==> src/sv/ile_pkg.sv <==
// shared definitions for the indexed list engine
// widths, default capacity and command codes; no dependencies
package ile_pkg;

   localparam int CAPACITY_DEF = 16;
   localparam int DATA_W       = 32;
   localparam int CMD_W        = 3;
   localparam int POS_W        = 5;
   localparam int COUNT_OUT_W  = 5;

   localparam int REQ_TDATA_W  = 40;
   localparam int RSP_TDATA_W  = 104;

   typedef enum logic [CMD_W-1:0] {
      OP_APPEND    = 3'd0,
      OP_PREPEND   = 3'd1,
      OP_DROP_LAST = 3'd2,
      OP_DROP_FRST = 3'd3,
      OP_READ      = 3'd4,
      OP_WRITE     = 3'd5,
      OP_INSERT    = 3'd6,
      OP_REMOVE    = 3'd7
   } op_type;

endpackage

==> src/sv/ile_ram.sv <==
// generic single write, single read port ram with registered read data
// no dependencies
module ile_ram #(
   parameter int WIDTH = 32,
   parameter int DEPTH = 16
) (
   input  logic                     clock,
   input  logic                     wr_en,
   input  logic [$clog2(DEPTH)-1:0] wr_addr,
   input  logic [WIDTH-1:0]         wr_data,
   input  logic                     rd_en,
   input  logic [$clog2(DEPTH)-1:0] rd_addr,
   output logic [WIDTH-1:0]         rd_data
);

   logic [WIDTH-1:0] mem_ff [DEPTH];
   logic [WIDTH-1:0] rd_data_ff;

   always_ff @(posedge clock) begin
      if (wr_en) begin
         mem_ff[wr_addr] <= wr_data;
      end
      if (rd_en) begin
         rd_data_ff <= mem_ff[rd_addr];
      end
   end

   assign rd_data = rd_data_ff;

endmodule

==> src/sv/indexed_list_engine_core.sv <==
// order: append, drop last, overwrite and refused requests go straight to the head and tail fetch,
// read first waits on its ram data, insert/prepend first move count-position entries up and
// remove/drop first count-1-position entries down; one request in flight, each element moved
// costs a read and a write of the entry ram, so shifting sets the rate
// the next request is taken while a finished response still waits on rsp_tready
// reset: synchronous active high, empties the list; entry ram is not cleared
module indexed_list_engine_core #(
   parameter int CAPACITY = ile_pkg::CAPACITY_DEF
) (
   input  logic                           clock,
   input  logic                           reset,
   // request: [2:0] command, [34:3] item_value, [39:35] position
   input  logic                           req_tvalid,
   output logic                           req_tready,
   input  logic [ile_pkg::REQ_TDATA_W-1:0] req_tdata,
   // response: [31:0] read_value, [63:32] head_value, [95:64] tail_value,
   // [100:96] entry_count, [103:101] zero
   output logic                           rsp_tvalid,
   input  logic                           rsp_tready,
   output logic [ile_pkg::RSP_TDATA_W-1:0] rsp_tdata,
   // response user: [0] ok
   output logic                           rsp_tuser
);

   localparam int AW   = (CAPACITY > 1) ? $clog2(CAPACITY) : 1;
   localparam int CW   = $clog2(CAPACITY + 1);
   localparam int CMPW = (CW > ile_pkg::POS_W) ? CW : ile_pkg::POS_W;

   typedef enum logic [3:0] {
      ST_IDLE,
      ST_GAP_RD,
      ST_GAP_WR,
      ST_CLOSE_RD,
      ST_CLOSE_WR,
      ST_READ_WAIT,
      ST_HEAD,
      ST_TAIL,
      ST_LAST
   } state_type;

   // request fields
   ile_pkg::op_type                   req_cmd;
   logic signed [ile_pkg::DATA_W-1:0] req_value;
   logic [ile_pkg::POS_W-1:0]         req_pos;

   assign req_cmd   = ile_pkg::op_type'(req_tdata[2:0]);
   assign req_value = req_tdata[34:3];
   assign req_pos   = req_tdata[39:35];

   // control state
   state_type                         state_ff, state_in;
   logic [CW-1:0]                     count_ff, count_in;
   logic                              rsp_valid_ff, rsp_valid_in;

   // work registers
   logic [AW-1:0]                     idx_ff, idx_in;
   logic [AW-1:0]                     pos_ff, pos_in;
   logic signed [ile_pkg::DATA_W-1:0] val_ff, val_in;
   logic                              ok_ff, ok_in;
   logic signed [ile_pkg::DATA_W-1:0] rd_tmp_ff, rd_tmp_in;
   logic signed [ile_pkg::DATA_W-1:0] head_tmp_ff, head_tmp_in;

   // response registers
   logic                              rsp_ok_ff, rsp_ok_in;
   logic signed [ile_pkg::DATA_W-1:0] rsp_rd_ff, rsp_rd_in;
   logic signed [ile_pkg::DATA_W-1:0] rsp_head_ff, rsp_head_in;
   logic signed [ile_pkg::DATA_W-1:0] rsp_tail_ff, rsp_tail_in;
   logic [ile_pkg::COUNT_OUT_W-1:0]   rsp_count_ff, rsp_count_in;

   // entry ram ports
   logic                              ram_we, ram_re;
   logic [AW-1:0]                     ram_waddr, ram_raddr;
   logic [ile_pkg::DATA_W-1:0]        ram_wdata, ram_rdata;

   // shared index stepper: down while opening a gap, up while closing one
   logic                              step_down;
   logic [AW-1:0]                     idx_nb;

   logic                              accept;
   logic                              full, empty;
   logic [CMPW-1:0]                   count_ext, pos_ext;
   logic                              pos_lt_cnt, pos_le_cnt;
   logic                              cmd_ok;
   logic                              out_free;

   assign accept     = req_tvalid && req_tready;
   assign req_tready = (state_ff == ST_IDLE);

   assign full       = (count_ff == CW'(CAPACITY));
   assign empty      = (count_ff == '0);
   assign count_ext  = CMPW'(count_ff);
   assign pos_ext    = CMPW'(req_pos);
   assign pos_lt_cnt = (pos_ext < count_ext);
   assign pos_le_cnt = (pos_ext <= count_ext);
   assign out_free   = !rsp_valid_ff || rsp_tready;

   assign step_down  = (state_ff == ST_GAP_RD) || (state_ff == ST_GAP_WR);
   assign idx_nb     = step_down ? (idx_ff - AW'(1)) : (idx_ff + AW'(1));

   // acceptance check per command
   always_comb begin
      case (req_cmd)
         ile_pkg::OP_APPEND,
         ile_pkg::OP_PREPEND:   cmd_ok = !full;
         ile_pkg::OP_DROP_LAST,
         ile_pkg::OP_DROP_FRST: cmd_ok = !empty;
         ile_pkg::OP_INSERT:    cmd_ok = !full && pos_le_cnt;
         ile_pkg::OP_READ,
         ile_pkg::OP_WRITE,
         ile_pkg::OP_REMOVE:    cmd_ok = pos_lt_cnt;
         default:               cmd_ok = 1'b0;
      endcase
   end

   // sequencer next state, ram control and register updates
   always_comb begin
      state_in     = state_ff;
      count_in     = count_ff;
      rsp_valid_in = rsp_valid_ff;
      idx_in       = idx_ff;
      pos_in       = pos_ff;
      val_in       = val_ff;
      ok_in        = ok_ff;
      rd_tmp_in    = rd_tmp_ff;
      head_tmp_in  = head_tmp_ff;
      rsp_ok_in    = rsp_ok_ff;
      rsp_rd_in    = rsp_rd_ff;
      rsp_head_in  = rsp_head_ff;
      rsp_tail_in  = rsp_tail_ff;
      rsp_count_in = rsp_count_ff;
      ram_we       = 1'b0;
      ram_waddr    = idx_ff;
      ram_wdata    = ram_rdata;
      ram_re       = 1'b0;
      ram_raddr    = idx_nb;

      // response taken
      if (rsp_valid_ff && rsp_tready) begin
         rsp_valid_in = 1'b0;
      end

      case (state_ff)
         ST_IDLE: begin
            if (accept) begin
               ok_in     = cmd_ok;
               val_in    = req_value;
               pos_in    = AW'(req_pos);
               rd_tmp_in = '0;
               state_in  = ST_HEAD;
               if (cmd_ok) begin
                  case (req_cmd)
                     ile_pkg::OP_APPEND: begin
                        ram_we    = 1'b1;
                        ram_waddr = count_ff[AW-1:0];
                        ram_wdata = req_value;
                        count_in  = count_ff + CW'(1);
                     end
                     ile_pkg::OP_PREPEND: begin
                        pos_in   = '0;
                        idx_in   = count_ff[AW-1:0];
                        state_in = ST_GAP_RD;
                     end
                     ile_pkg::OP_INSERT: begin
                        idx_in   = count_ff[AW-1:0];
                        state_in = ST_GAP_RD;
                     end
                     ile_pkg::OP_DROP_LAST: begin
                        count_in = count_ff - CW'(1);
                     end
                     ile_pkg::OP_DROP_FRST: begin
                        idx_in   = '0;
                        state_in = ST_CLOSE_RD;
                     end
                     ile_pkg::OP_REMOVE: begin
                        idx_in   = AW'(req_pos);
                        state_in = ST_CLOSE_RD;
                     end
                     ile_pkg::OP_READ: begin
                        ram_re    = 1'b1;
                        ram_raddr = AW'(req_pos);
                        state_in  = ST_READ_WAIT;
                     end
                     ile_pkg::OP_WRITE: begin
                        ram_we    = 1'b1;
                        ram_waddr = AW'(req_pos);
                        ram_wdata = req_value;
                     end
                     default: begin
                        state_in = ST_HEAD;
                     end
                  endcase
               end
            end
         end
         // move entries up one place from the tail down to the gap
         ST_GAP_RD: begin
            if (idx_ff == pos_ff) begin
               ram_we    = 1'b1;
               ram_waddr = pos_ff;
               ram_wdata = val_ff;
               count_in  = count_ff + CW'(1);
               state_in  = ST_HEAD;
            end else begin
               ram_re   = 1'b1;
               state_in = ST_GAP_WR;
            end
         end
         ST_GAP_WR: begin
            ram_we   = 1'b1;
            idx_in   = idx_nb;
            state_in = ST_GAP_RD;
         end
         // move entries down one place from the hole to the tail
         ST_CLOSE_RD: begin
            if ((CW'(idx_ff) + CW'(1)) == count_ff) begin
               count_in = count_ff - CW'(1);
               state_in = ST_HEAD;
            end else begin
               ram_re   = 1'b1;
               state_in = ST_CLOSE_WR;
            end
         end
         ST_CLOSE_WR: begin
            ram_we   = 1'b1;
            idx_in   = idx_nb;
            state_in = ST_CLOSE_RD;
         end
         ST_READ_WAIT: begin
            rd_tmp_in = ram_rdata;
            state_in  = ST_HEAD;
         end
         // fetch head then tail for the response
         ST_HEAD: begin
            ram_re    = 1'b1;
            ram_raddr = '0;
            state_in  = ST_TAIL;
         end
         ST_TAIL: begin
            head_tmp_in = empty ? '0 : ram_rdata;
            ram_re      = 1'b1;
            ram_raddr   = AW'(count_ff - CW'(1));
            state_in    = ST_LAST;
         end
         // ram read data holds here until the response register is free
         ST_LAST: begin
            if (out_free) begin
               rsp_valid_in = 1'b1;
               rsp_ok_in    = ok_ff;
               rsp_rd_in    = rd_tmp_ff;
               rsp_head_in  = head_tmp_ff;
               rsp_tail_in  = empty ? '0 : ram_rdata;
               rsp_count_in = count_ext[ile_pkg::COUNT_OUT_W-1:0];
               state_in     = ST_IDLE;
            end
         end
         default: begin
            state_in = ST_IDLE;
         end
      endcase
   end

   always_ff @(posedge clock) begin
      if (reset) begin
         state_ff     <= ST_IDLE;
         count_ff     <= '0;
         rsp_valid_ff <= 1'b0;
      end else begin
         state_ff     <= state_in;
         count_ff     <= count_in;
         rsp_valid_ff <= rsp_valid_in;
      end
      idx_ff       <= idx_in;
      pos_ff       <= pos_in;
      val_ff       <= val_in;
      ok_ff        <= ok_in;
      rd_tmp_ff    <= rd_tmp_in;
      head_tmp_ff  <= head_tmp_in;
      rsp_ok_ff    <= rsp_ok_in;
      rsp_rd_ff    <= rsp_rd_in;
      rsp_head_ff  <= rsp_head_in;
      rsp_tail_ff  <= rsp_tail_in;
      rsp_count_ff <= rsp_count_in;
   end

   // entry storage
   ile_ram #(
      .WIDTH (ile_pkg::DATA_W),
      .DEPTH (CAPACITY)
   ) u_entries (
      .clock   (clock),
      .wr_en   (ram_we),
      .wr_addr (ram_waddr),
      .wr_data (ram_wdata),
      .rd_en   (ram_re),
      .rd_addr (ram_raddr),
      .rd_data (ram_rdata)
   );

   assign rsp_tvalid = rsp_valid_ff;
   assign rsp_tuser  = rsp_ok_ff;
   assign rsp_tdata  = {3'b000, rsp_count_ff, rsp_tail_ff, rsp_head_ff, rsp_rd_ff};

`ifndef SYNTHESIS
   // the list never grows past its capacity
   a_count_range: assert property (@(posedge clock) disable iff (reset)
      count_ff <= CW'(CAPACITY))
      else $error("entry count above capacity");

   // a gap is only opened in a list that has room
   a_gap_room: assert property (@(posedge clock) disable iff (reset)
      (state_ff == ST_GAP_RD || state_ff == ST_GAP_WR) |-> !full)
      else $error("gap opened in full list");

   // a hole is only closed in a non-empty list
   a_close_nonempty: assert property (@(posedge clock) disable iff (reset)
      (state_ff == ST_CLOSE_RD || state_ff == ST_CLOSE_WR) |-> !empty)
      else $error("hole closed in empty list");

   // a successful append grows the list by one at once
   a_append_count: assert property (@(posedge clock) disable iff (reset)
      (accept && req_cmd == ile_pkg::OP_APPEND && cmd_ok)
      |=> count_ff == $past(count_ff) + CW'(1))
      else $error("append did not bump count");
`endif

endmodule

==> config.mk <==
export PLATFORM = sky130hd
export DESIGN_NAME = indexed_list_engine_core
export DESIGN_NICKNAME = d
export VERILOG_FILES = /design/src/sv/ile_pkg.sv /design/src/sv/ile_ram.sv /design/src/sv/indexed_list_engine_core.sv
export SDC_FILE = /design/constraint.sdc
export NUM_CORES = 1
export LEC_CHECK = 0
export BUFFER_PORTS_ARGS = -buffer_cell sky130_fd_sc_hd__buf_2
export CORE_MARGIN = 2
export CORE_UTILIZATION = 55
export CTS_CLUSTER_SIZE = 20
export DETAILED_ROUTE_END_ITERATION = 7
export GPL_TIMING_DRIVEN = 0
export PLACE_DENSITY_LB_ADDON = 0.3
export RECOVER_POWER = 25
export SETUP_SLACK_MARGIN = 0.05
export SKIP_CTS_REPAIR_TIMING = 1
export SLEW_MARGIN = 20
export SYNTH_ARGS = -nofsm -noshare
export SYNTH_HDL_FRONTEND = slang
export SYNTH_SLANG_ARGS = --single-unit
==> constraint.sdc <==
create_clock -name clock -period 15.45 [get_ports clock]
set_input_delay 3.09 -clock clock [delete_from_list [all_inputs] [get_ports clock]]
set_output_delay 3.09 -clock clock [all_outputs]
set_load 0.02 [all_outputs]
==> results of run 1 <==
-- through the flow --
| stage | worst slack, ps | std cells |
|---|---|---|
| 6_report | 7120 | 2726 |
| 5_1_grt | 6780 | 2726 |
| 4_1_cts | 8400 | 2726 |
| 3_5_place_dp | 7790 | 2602 |
| 3_3_place_gp | 4580 | 2576 |
| 2_1_floorplan | 7150 | 1743 |
-- final cells by class --
| cell class | count | area, µm² |
|---|---|---|
| Clock buffer | 92 | 1940 |
| Clock inverter | 32 | 319 |
| Buffer | 101 | 463 |
| Tap cell | 688 | 861 |
| Inverter | 44 | 165 |
| Multi-Input combinational cell | 837 | 6290 |
| Sequential cell | 761 | 22800 |
| Timing Repair Buffer | 171 | 1260 |
| Fill cell | 3576 | 18800 |
-- power by group through the flow --
stage | clock network (mW) | logic, mW | registers [mW]
after global routing | 1.80 | 3.80 | 3.13
after global placement | 0 | 3.35 | 3.15
after floorplan | 0 | 2.22 | 3.07
after detailed placement | 0 | 3.52 | 3.14
after CTS | 1.72 | 3.55 | 3.10
final | 1.72 | 3.61 | 3.11
-- cells in the final DEF, fill, tap and decap left out, drive strengths merged, types with 11 or more instances in the layout --
| master | n |
|---|---|
| clkbuf | 187 |
| inv | 47 |
| or4 | 32 |
| nand2 | 83 |
| nor2 | 45 |
| a222oi | 32 |
| mux2i | 176 |
| clkinv | 24 |
| and2 | 39 |
| o22ai | 71 |
| edfxtp | 751 |
| mux2 | 33 |
| ha | 11 |
| a21oi | 98 |
| o21ai | 41 |
| a221oi | 30 |
| nor2b | 43 |
| buf | 177 |
| xnor2 | 12 |
-- logic make-up after synthesis --
logic type | after synthesis
AOI/OAI and AO/OA | 304
and+or+nand+nor | 289
buffers and inverters | 145
adders and majority gates | 12
other | 1
muxes | 209
DFF | 761
xor gates and xnor gates | 20
-- layer usage --
| metal | share of wire (%) | vias to the layer above |
|---|---|---|
| li1 | - | 7327 |
| met1 | 38 | 8410 |
| met2 | 47 | 1011 |
| met3 | 11 | 190 |
| met4 | 3.8 | 0 |
| met5 | 0 | - |
-- worst max path at each step --
stage                   from                       end  slack, ps  depth (start not counted)
4_1_cts        req_tdata[39]  u_entries.mem_ff[10][22]       8400                         13
3_3_place_gp      req_tvalid  u_entries.mem_ff[11][15]       4580                          7
3_5_place_dp   req_tdata[39]  u_entries.mem_ff[15][22]       7790                         13
6_report          req_tvalid  u_entries.mem_ff[10][22]       7120                          9
5_1_grt           req_tvalid  u_entries.mem_ff[10][22]       6780                          9
2_1_floorplan     rsp_tready           rsp_count_ff[0]       7150                          2
-- flip-flops by register name (all words and copies together) (netlist names) --
| name | count |
|---|---|
| rsp_tail_ff | 32 |
| count_ext | 5 |
| rsp_count_ff | 5 |
| ok_ff | 1 |
| pos_ff | 4 |
| head_tmp_ff | 32 |
| rsp_tvalid | 1 |
| rsp_rd_ff | 32 |
| state_ff | 4 |
| u_entries.mem_ff | 512 |
| u_entries.rd_data | 32 |
| rd_tmp_ff | 32 |
| val_ff | 32 |
| idx_ff | 4 |
| rsp_head_ff | 32 |
| rsp_tuser | 1 |
-- critical path, cell delays in order --
cell and delay (ps):
clkbuf_1 200, and2_0 1330, clkbuf_1 1360, and3_1 320, clkbuf_1 340, clkbuf_1 400, clkbuf_1 920, a222oi_1 270
inv_1 420
==> summary.md, run 1 <==
| Metric | Value |
|---|---|
| Status | `finished, violations left` |
| Failing checks | `max-capacitance violations, max-slew violations` |
| Initial antenna violation count | `4` |
| Min-Delay Startpoint | `rd_tmp_ff[22]` |
| Drt drc | `0` |
| Sequential share of the synthesized area | `77.0%` |
| Tcrit/Tclk final | `53.9%` |
| DR WL/cell | `27.1 µm` |
| Detailed Route Iter0 Violations | `2,211` |
| TritonCTS clock tree | `built` |
| Busiest layer in global routing | `met2` |
| Fin. Hold Viols | `0` |
| Worst R2R Start | `state_ff[0]` |
| Simple-gate share of the synthesized area | `5.31%` |
| Tot Pwr | `8.44 mW` |
| Top cells by area, synth | `edfxtp_1 76%, mux2i_1 5.9%, a21oi_1 1.7%, o22ai_1 1.5%, mux2_4 1.3%` |
| CTS Root Buffer Type | `clkbuf_16` |
| WP data arrival | `8690 ps` |
| Mux contribution to synthesized area | `7.55%` |
| Final HPWL DP | `roughly 48 mm` |
| Yosys cell types | `67` |
| Share of layout cells above drive strength 1 | `16.2%` |
| Power per Cell Area | `248 mW/mm²` |
| Reg-to-Reg End | `u_entries.mem_ff[10][22]` |
| Synth Instances | `1,741` |
| Hold endpoint | `rsp_rd_ff[22]` |
| Clock sink count | `761` |
| Combinational cell fraction of total power | `42.8%` |
| Clock share of power | `between 20% and 30%` |
| Largest net degree at the start of global routing | `33` |
| Most common cell in the synthesized netlist | `edfxtp_1` |
| Synth Area per Inst | `around 17 µm²` |
| Post-synthesis adder-cell area fraction | `0.534%` |
| Startpoint Class | `input pin` |
| Complex-gate fraction of the synthesized area | `6.81%` |
| Internal power | `between 5 and 6 mW` |
| #FFs+latches synth | `about 760` |
| Placed Area | `approximately 0.032 mm²` |
| Starting density of the core | `between 50% and 60%` |
| Slew Limit Fails | `157` |
| Antenna Nets Post-Route | `0` |
| Worst Hold Path Cells | `0` |
| Vias | `16,900` |
| Clock-pin slew on the worst setup and hold paths | `60 ps` |
| Vias in the first global route | `16,900` |
| H-tree levels | `3` |
| Worst-Margin Slew | `roughly 2200 ps` |
| GR Util met2 | `42.5%` |
| Final net count | `between 2,000 and 2,500` |
| Number of antenna diodes | `0` |
| CP endpoint kind | `flip-flop` |
| Main combinational cell family by area after synthesis | `multiplexers` |
| Met1 usage in global routing | `35.8%` |
| Final Util | `64.4%` |
| Setup_tns | `0 ps` |
| Vias per cell | `6.21` |
| RePlAce Congestion | `between 0.8 and 0.9` |
| Number of synthesized flops with an enable pin | `751` |
| Gr ovfl total | `0` |
| Top_reg_cell synth | `edfxtp_1` |
| Ys async rst share | `0%` |
| Required time worst endpoint | `15,820 ps` |
| Peak VDD IR | `about 0.26 mV` |
| R2R setup slack | `roughly 9000 ps` |
| Worst Clk Skew | `22.5 ps` |
| Switching share of power | `between 30 and 40%` |
| Post-Synth XOR/XNOR Area | `0.640%` |
| CP max FO | `23` |
| FP Rows | `84` |
| Warnings from Yosys | `0` |
| GR met3 Demand/Resource | `5.45%` |
| Relative slew slack | `-49.1%` |
| Psw | `3.32 mW` |
| Final hold slack | `408 ps` |
| Die H | `~240 µm` |
| Skew-Pair Late Insertion Delay | `620 ps` |
| Die W | `approximately 240 µm` |
| All-Layer GR Usage | `26.6%` |
| First-pass GRT wire length | `108 mm` |
| RSZ-0062 raised after global routing | `no` |
| Top post-synthesis cells by count | `751 x edfxtp_1, 175 x mux2i_1, 98 x a21oi_1` |
| Final setup viols | `0` |
| Crit Path Category | `input pin to flip-flop` |
| Hold crit path type | `flip-flop to flip-flop` |
| Fin area | `~0.034 mm²` |
| Core area | `0.0529 mm²` |
| Minimum clock period | `~8300 ps` |
| Die ar. | `0.0556 mm²` |
| Max Fclk | `0.120 GHz` |
| First drt pass iteration count | `6` |
| Clock buffer depth | `3` |
| CTS buffer count | `73` |
| Post-Synthesis Cell Area | `about 0.030 mm²` |
| MaxCap Viol Count | `6` |
| Cell taking the most area after synthesis | `edfxtp_1` |
| WL final | `74.0 mm` |
| Syn-to-layout area delta | `15.3%` |
| P_leak | `11.8 nW` |
| R2R depth | `9` |
| Share of power burned in registers | `approximately 37%` |
| # IOs | `151` |
| Port Buffers | `145` |
| Top-area cell type share of the netlist area | `between 70% and 80%` |
No activity file was read; power rests on OpenSTA's default activity.
==> inputs of run 2 (changes only) <==
==> constraint.sdc (replaced) <==
create_clock -name clock -period 8.45 [get_ports clock]
set_input_delay 1.69 -clock clock [delete_from_list [all_inputs] [get_ports clock]]
set_output_delay 1.69 -clock clock [all_outputs]
set_load 0.02 [all_outputs]
==> summary.md, run 2 (synthesized netlist as in run 1, its figures left out) <==
| Metric | Value |
|---|---|
| Status | `finished, violations left` |
| Failing checks | `max-capacitance violations, max-slew violations` |
| WP data arrival | `6200 ps` |
| Reg with most FFs | `u_entries.mem_ff` |
| P_leak | `11.7 nW` |
| Tcrit/Tclk final | `roughly 70%` |
| Die H | `236 µm` |
| Vias | `16,900` |
| Max FFs per register | `about 510` |
| Hold crit path type | `flip-flop to flip-flop` |
| Buffers and inverters on the worst path | `6` |
| Syn-to-layout area delta | `15.2%` |
| Worst R2R Start | `state_ff[0]` |
| Max Fclk | `0.171 GHz` |
| CP endpoint kind | `flip-flop` |
| Crit Path Category | `input pin to flip-flop` |
| Clock-pin slew on the worst setup and hold paths | `approximately 60 ps` |
| DR WL/cell | `around 27 µm` |
| Reg-to-Reg End | `u_entries.mem_ff[10][22]` |
| Share of layout cells above drive strength 1 | `15.1%` |
| H-tree levels | `3` |
| CP most frequent cell | `clkbuf_1` |
| Antenna Nets Post-Route | `0` |
| Crit path from | `req_tvalid` |
| TritonCTS clock tree | `built` |
| Port Buffers | `roughly 150` |
| Clock sink count | `roughly 760` |
| Slowest CP cell | `and2_0` |
| R2R setup slack | `~3000 ps` |
| PnR worst setup slack | `approximately 2600 ps` |
| Fin area | `about 0.034 mm²` |
| CTS buffer count | `73` |
| Final Util | `between 60 and 70%` |
| Startpoint Class | `input pin` |
| Skew-Pair Late Insertion Delay | `620 ps` |
| First-pass GRT wire length | `about 110 mm` |
| Largest net degree at the start of global routing | `33` |
| Vias in the first global route | `16,900` |
| MaxCap Viol Count | `3` |
| Critical Path Max Stage Delay | `1410 ps` |
| Gr ovfl total | `0` |
| FP Rows | `84` |
| All-Layer GR Usage | `26.6%` |
| Minimum clock period | `slightly below 6000 ps` |
| CP cell instances | `clkbuf_1, and2_0, buf_12, and3_1, clkbuf_1, clkbuf_1, clkbuf_1, a222oi_1, inv_1` |
| Clock buffer depth | `3` |
| WL final | `between 70 and 80 mm` |
| Final setup viols | `0` |
| Die ar. | `0.0556 mm²` |
| CTS Root Buffer Type | `clkbuf_16` |
| Slew Limit Fails | `70` |
| Worst slack, placed | `2190 ps` |
| Starting density of the core | `55.9%` |
| Detailed Route Iter0 Violations | `2,227` |
| RSZ-0062 raised after global routing | `no` |
| Relative slew slack | `-23.8%` |
| CP max FO | `23` |
| R2R depth | `9` |
| Placed Area | `between 0.03 and 0.04 mm²` |
| Die W | `236 µm` |
| Core area | `0.0529 mm²` |
| RePlAce Congestion | `0.882` |
| Required time worst endpoint | `roughly 8800 ps` |
| Most frequent cells in the layout | `751 x edfxtp_1, 175 x mux2i_1, 136 x clkbuf_1` |
| Final net count | `2,045` |
| Vias per cell | `6.20` |
| Final HPWL DP | `48.1 mm` |
| Commonest non-fill, non-tap cell in the layout | `edfxtp_1` |
| Initial antenna violation count | `4` |
| Power per Cell Area | `453 mW/mm²` |
| End of the critical path | `u_entries.mem_ff[10][22]` |
| First drt pass iteration count | `6` |
| Worst Clk Skew | `approximately 21 ps` |
| Worst-Margin Slew | `1860 ps` |
| Top Family by Delay on Critical Path | `buffers and inverters` |
| Drt drc | `0` |
| Final hold slack | `410 ps` |
| Peak VDD IR | `0.475 mV` |
| # IOs | `~150` |
| Fin. Hold Viols | `0` |
| WP depth | `9` |
[run 2: per-layer routing]
metal	vias up	GRT usage, %	wire length (µm)
met2	1018	42.6	34900
li1	7324	-	-
met5	-	0	0
met3	200	5.48	8230
met4	0	11.3	2930
met1	8364	35.7	28000
[run 2: worst min-delay path by stage]
stage,from,to,slack [ps],depth (start not counted)
2_1_floorplan,head_tmp_ff[0],rsp_head_ff[0],400,0
3_3_place_gp,head_tmp_ff[13],rsp_head_ff[13],400,0
3_5_place_dp,head_tmp_ff[18],rsp_head_ff[18],400,0
4_1_cts,rd_tmp_ff[22],rsp_rd_ff[22],410,0
5_1_grt,rd_tmp_ff[2],rsp_rd_ff[2],430,0
6_report,rd_tmp_ff[22],rsp_rd_ff[22],410,0
[run 2: final cells by class]
class	instances	area (µm²)
Antenna cell	1	2.50
Buffer	101	463
Clock buffer	92	1940
Clock inverter	32	319
Fill cell	3585	18800
Inverter	44	165
Multi-Input combinational cell	837	6290
Sequential cell	761	22800
Tap cell	688	861
Timing Repair Buffer	171	1250
[run 2: power breakdown]
part	leakage [nW]	switching [mW]	internal (mW)
clock network	1.11	1.35	1.78
registers	6.92	0.261	5.42
logic	3.68	4.47	2.15
[run 2: worst register-to-register path, cell delays in order (launching register included)]
cell,delay [ps]
dfxtp_1,390
nor4_4,540
and2_0,1450
buf_12,320
and3_1,180
clkbuf_1,340
clkbuf_1,400
clkbuf_1,940
a222oi_1,290
inv_1,410
[run 2: per-stage QoR]
step,setup TNS (ps),std cells,power (mW)
finish,0,2727,15.4
global route,0,2726,16.0
CTS,0,2726,15.3
detailed placement,0,2602,12.2
global placement,-406260,2576,11.9
floorplan,0,1743,9.67
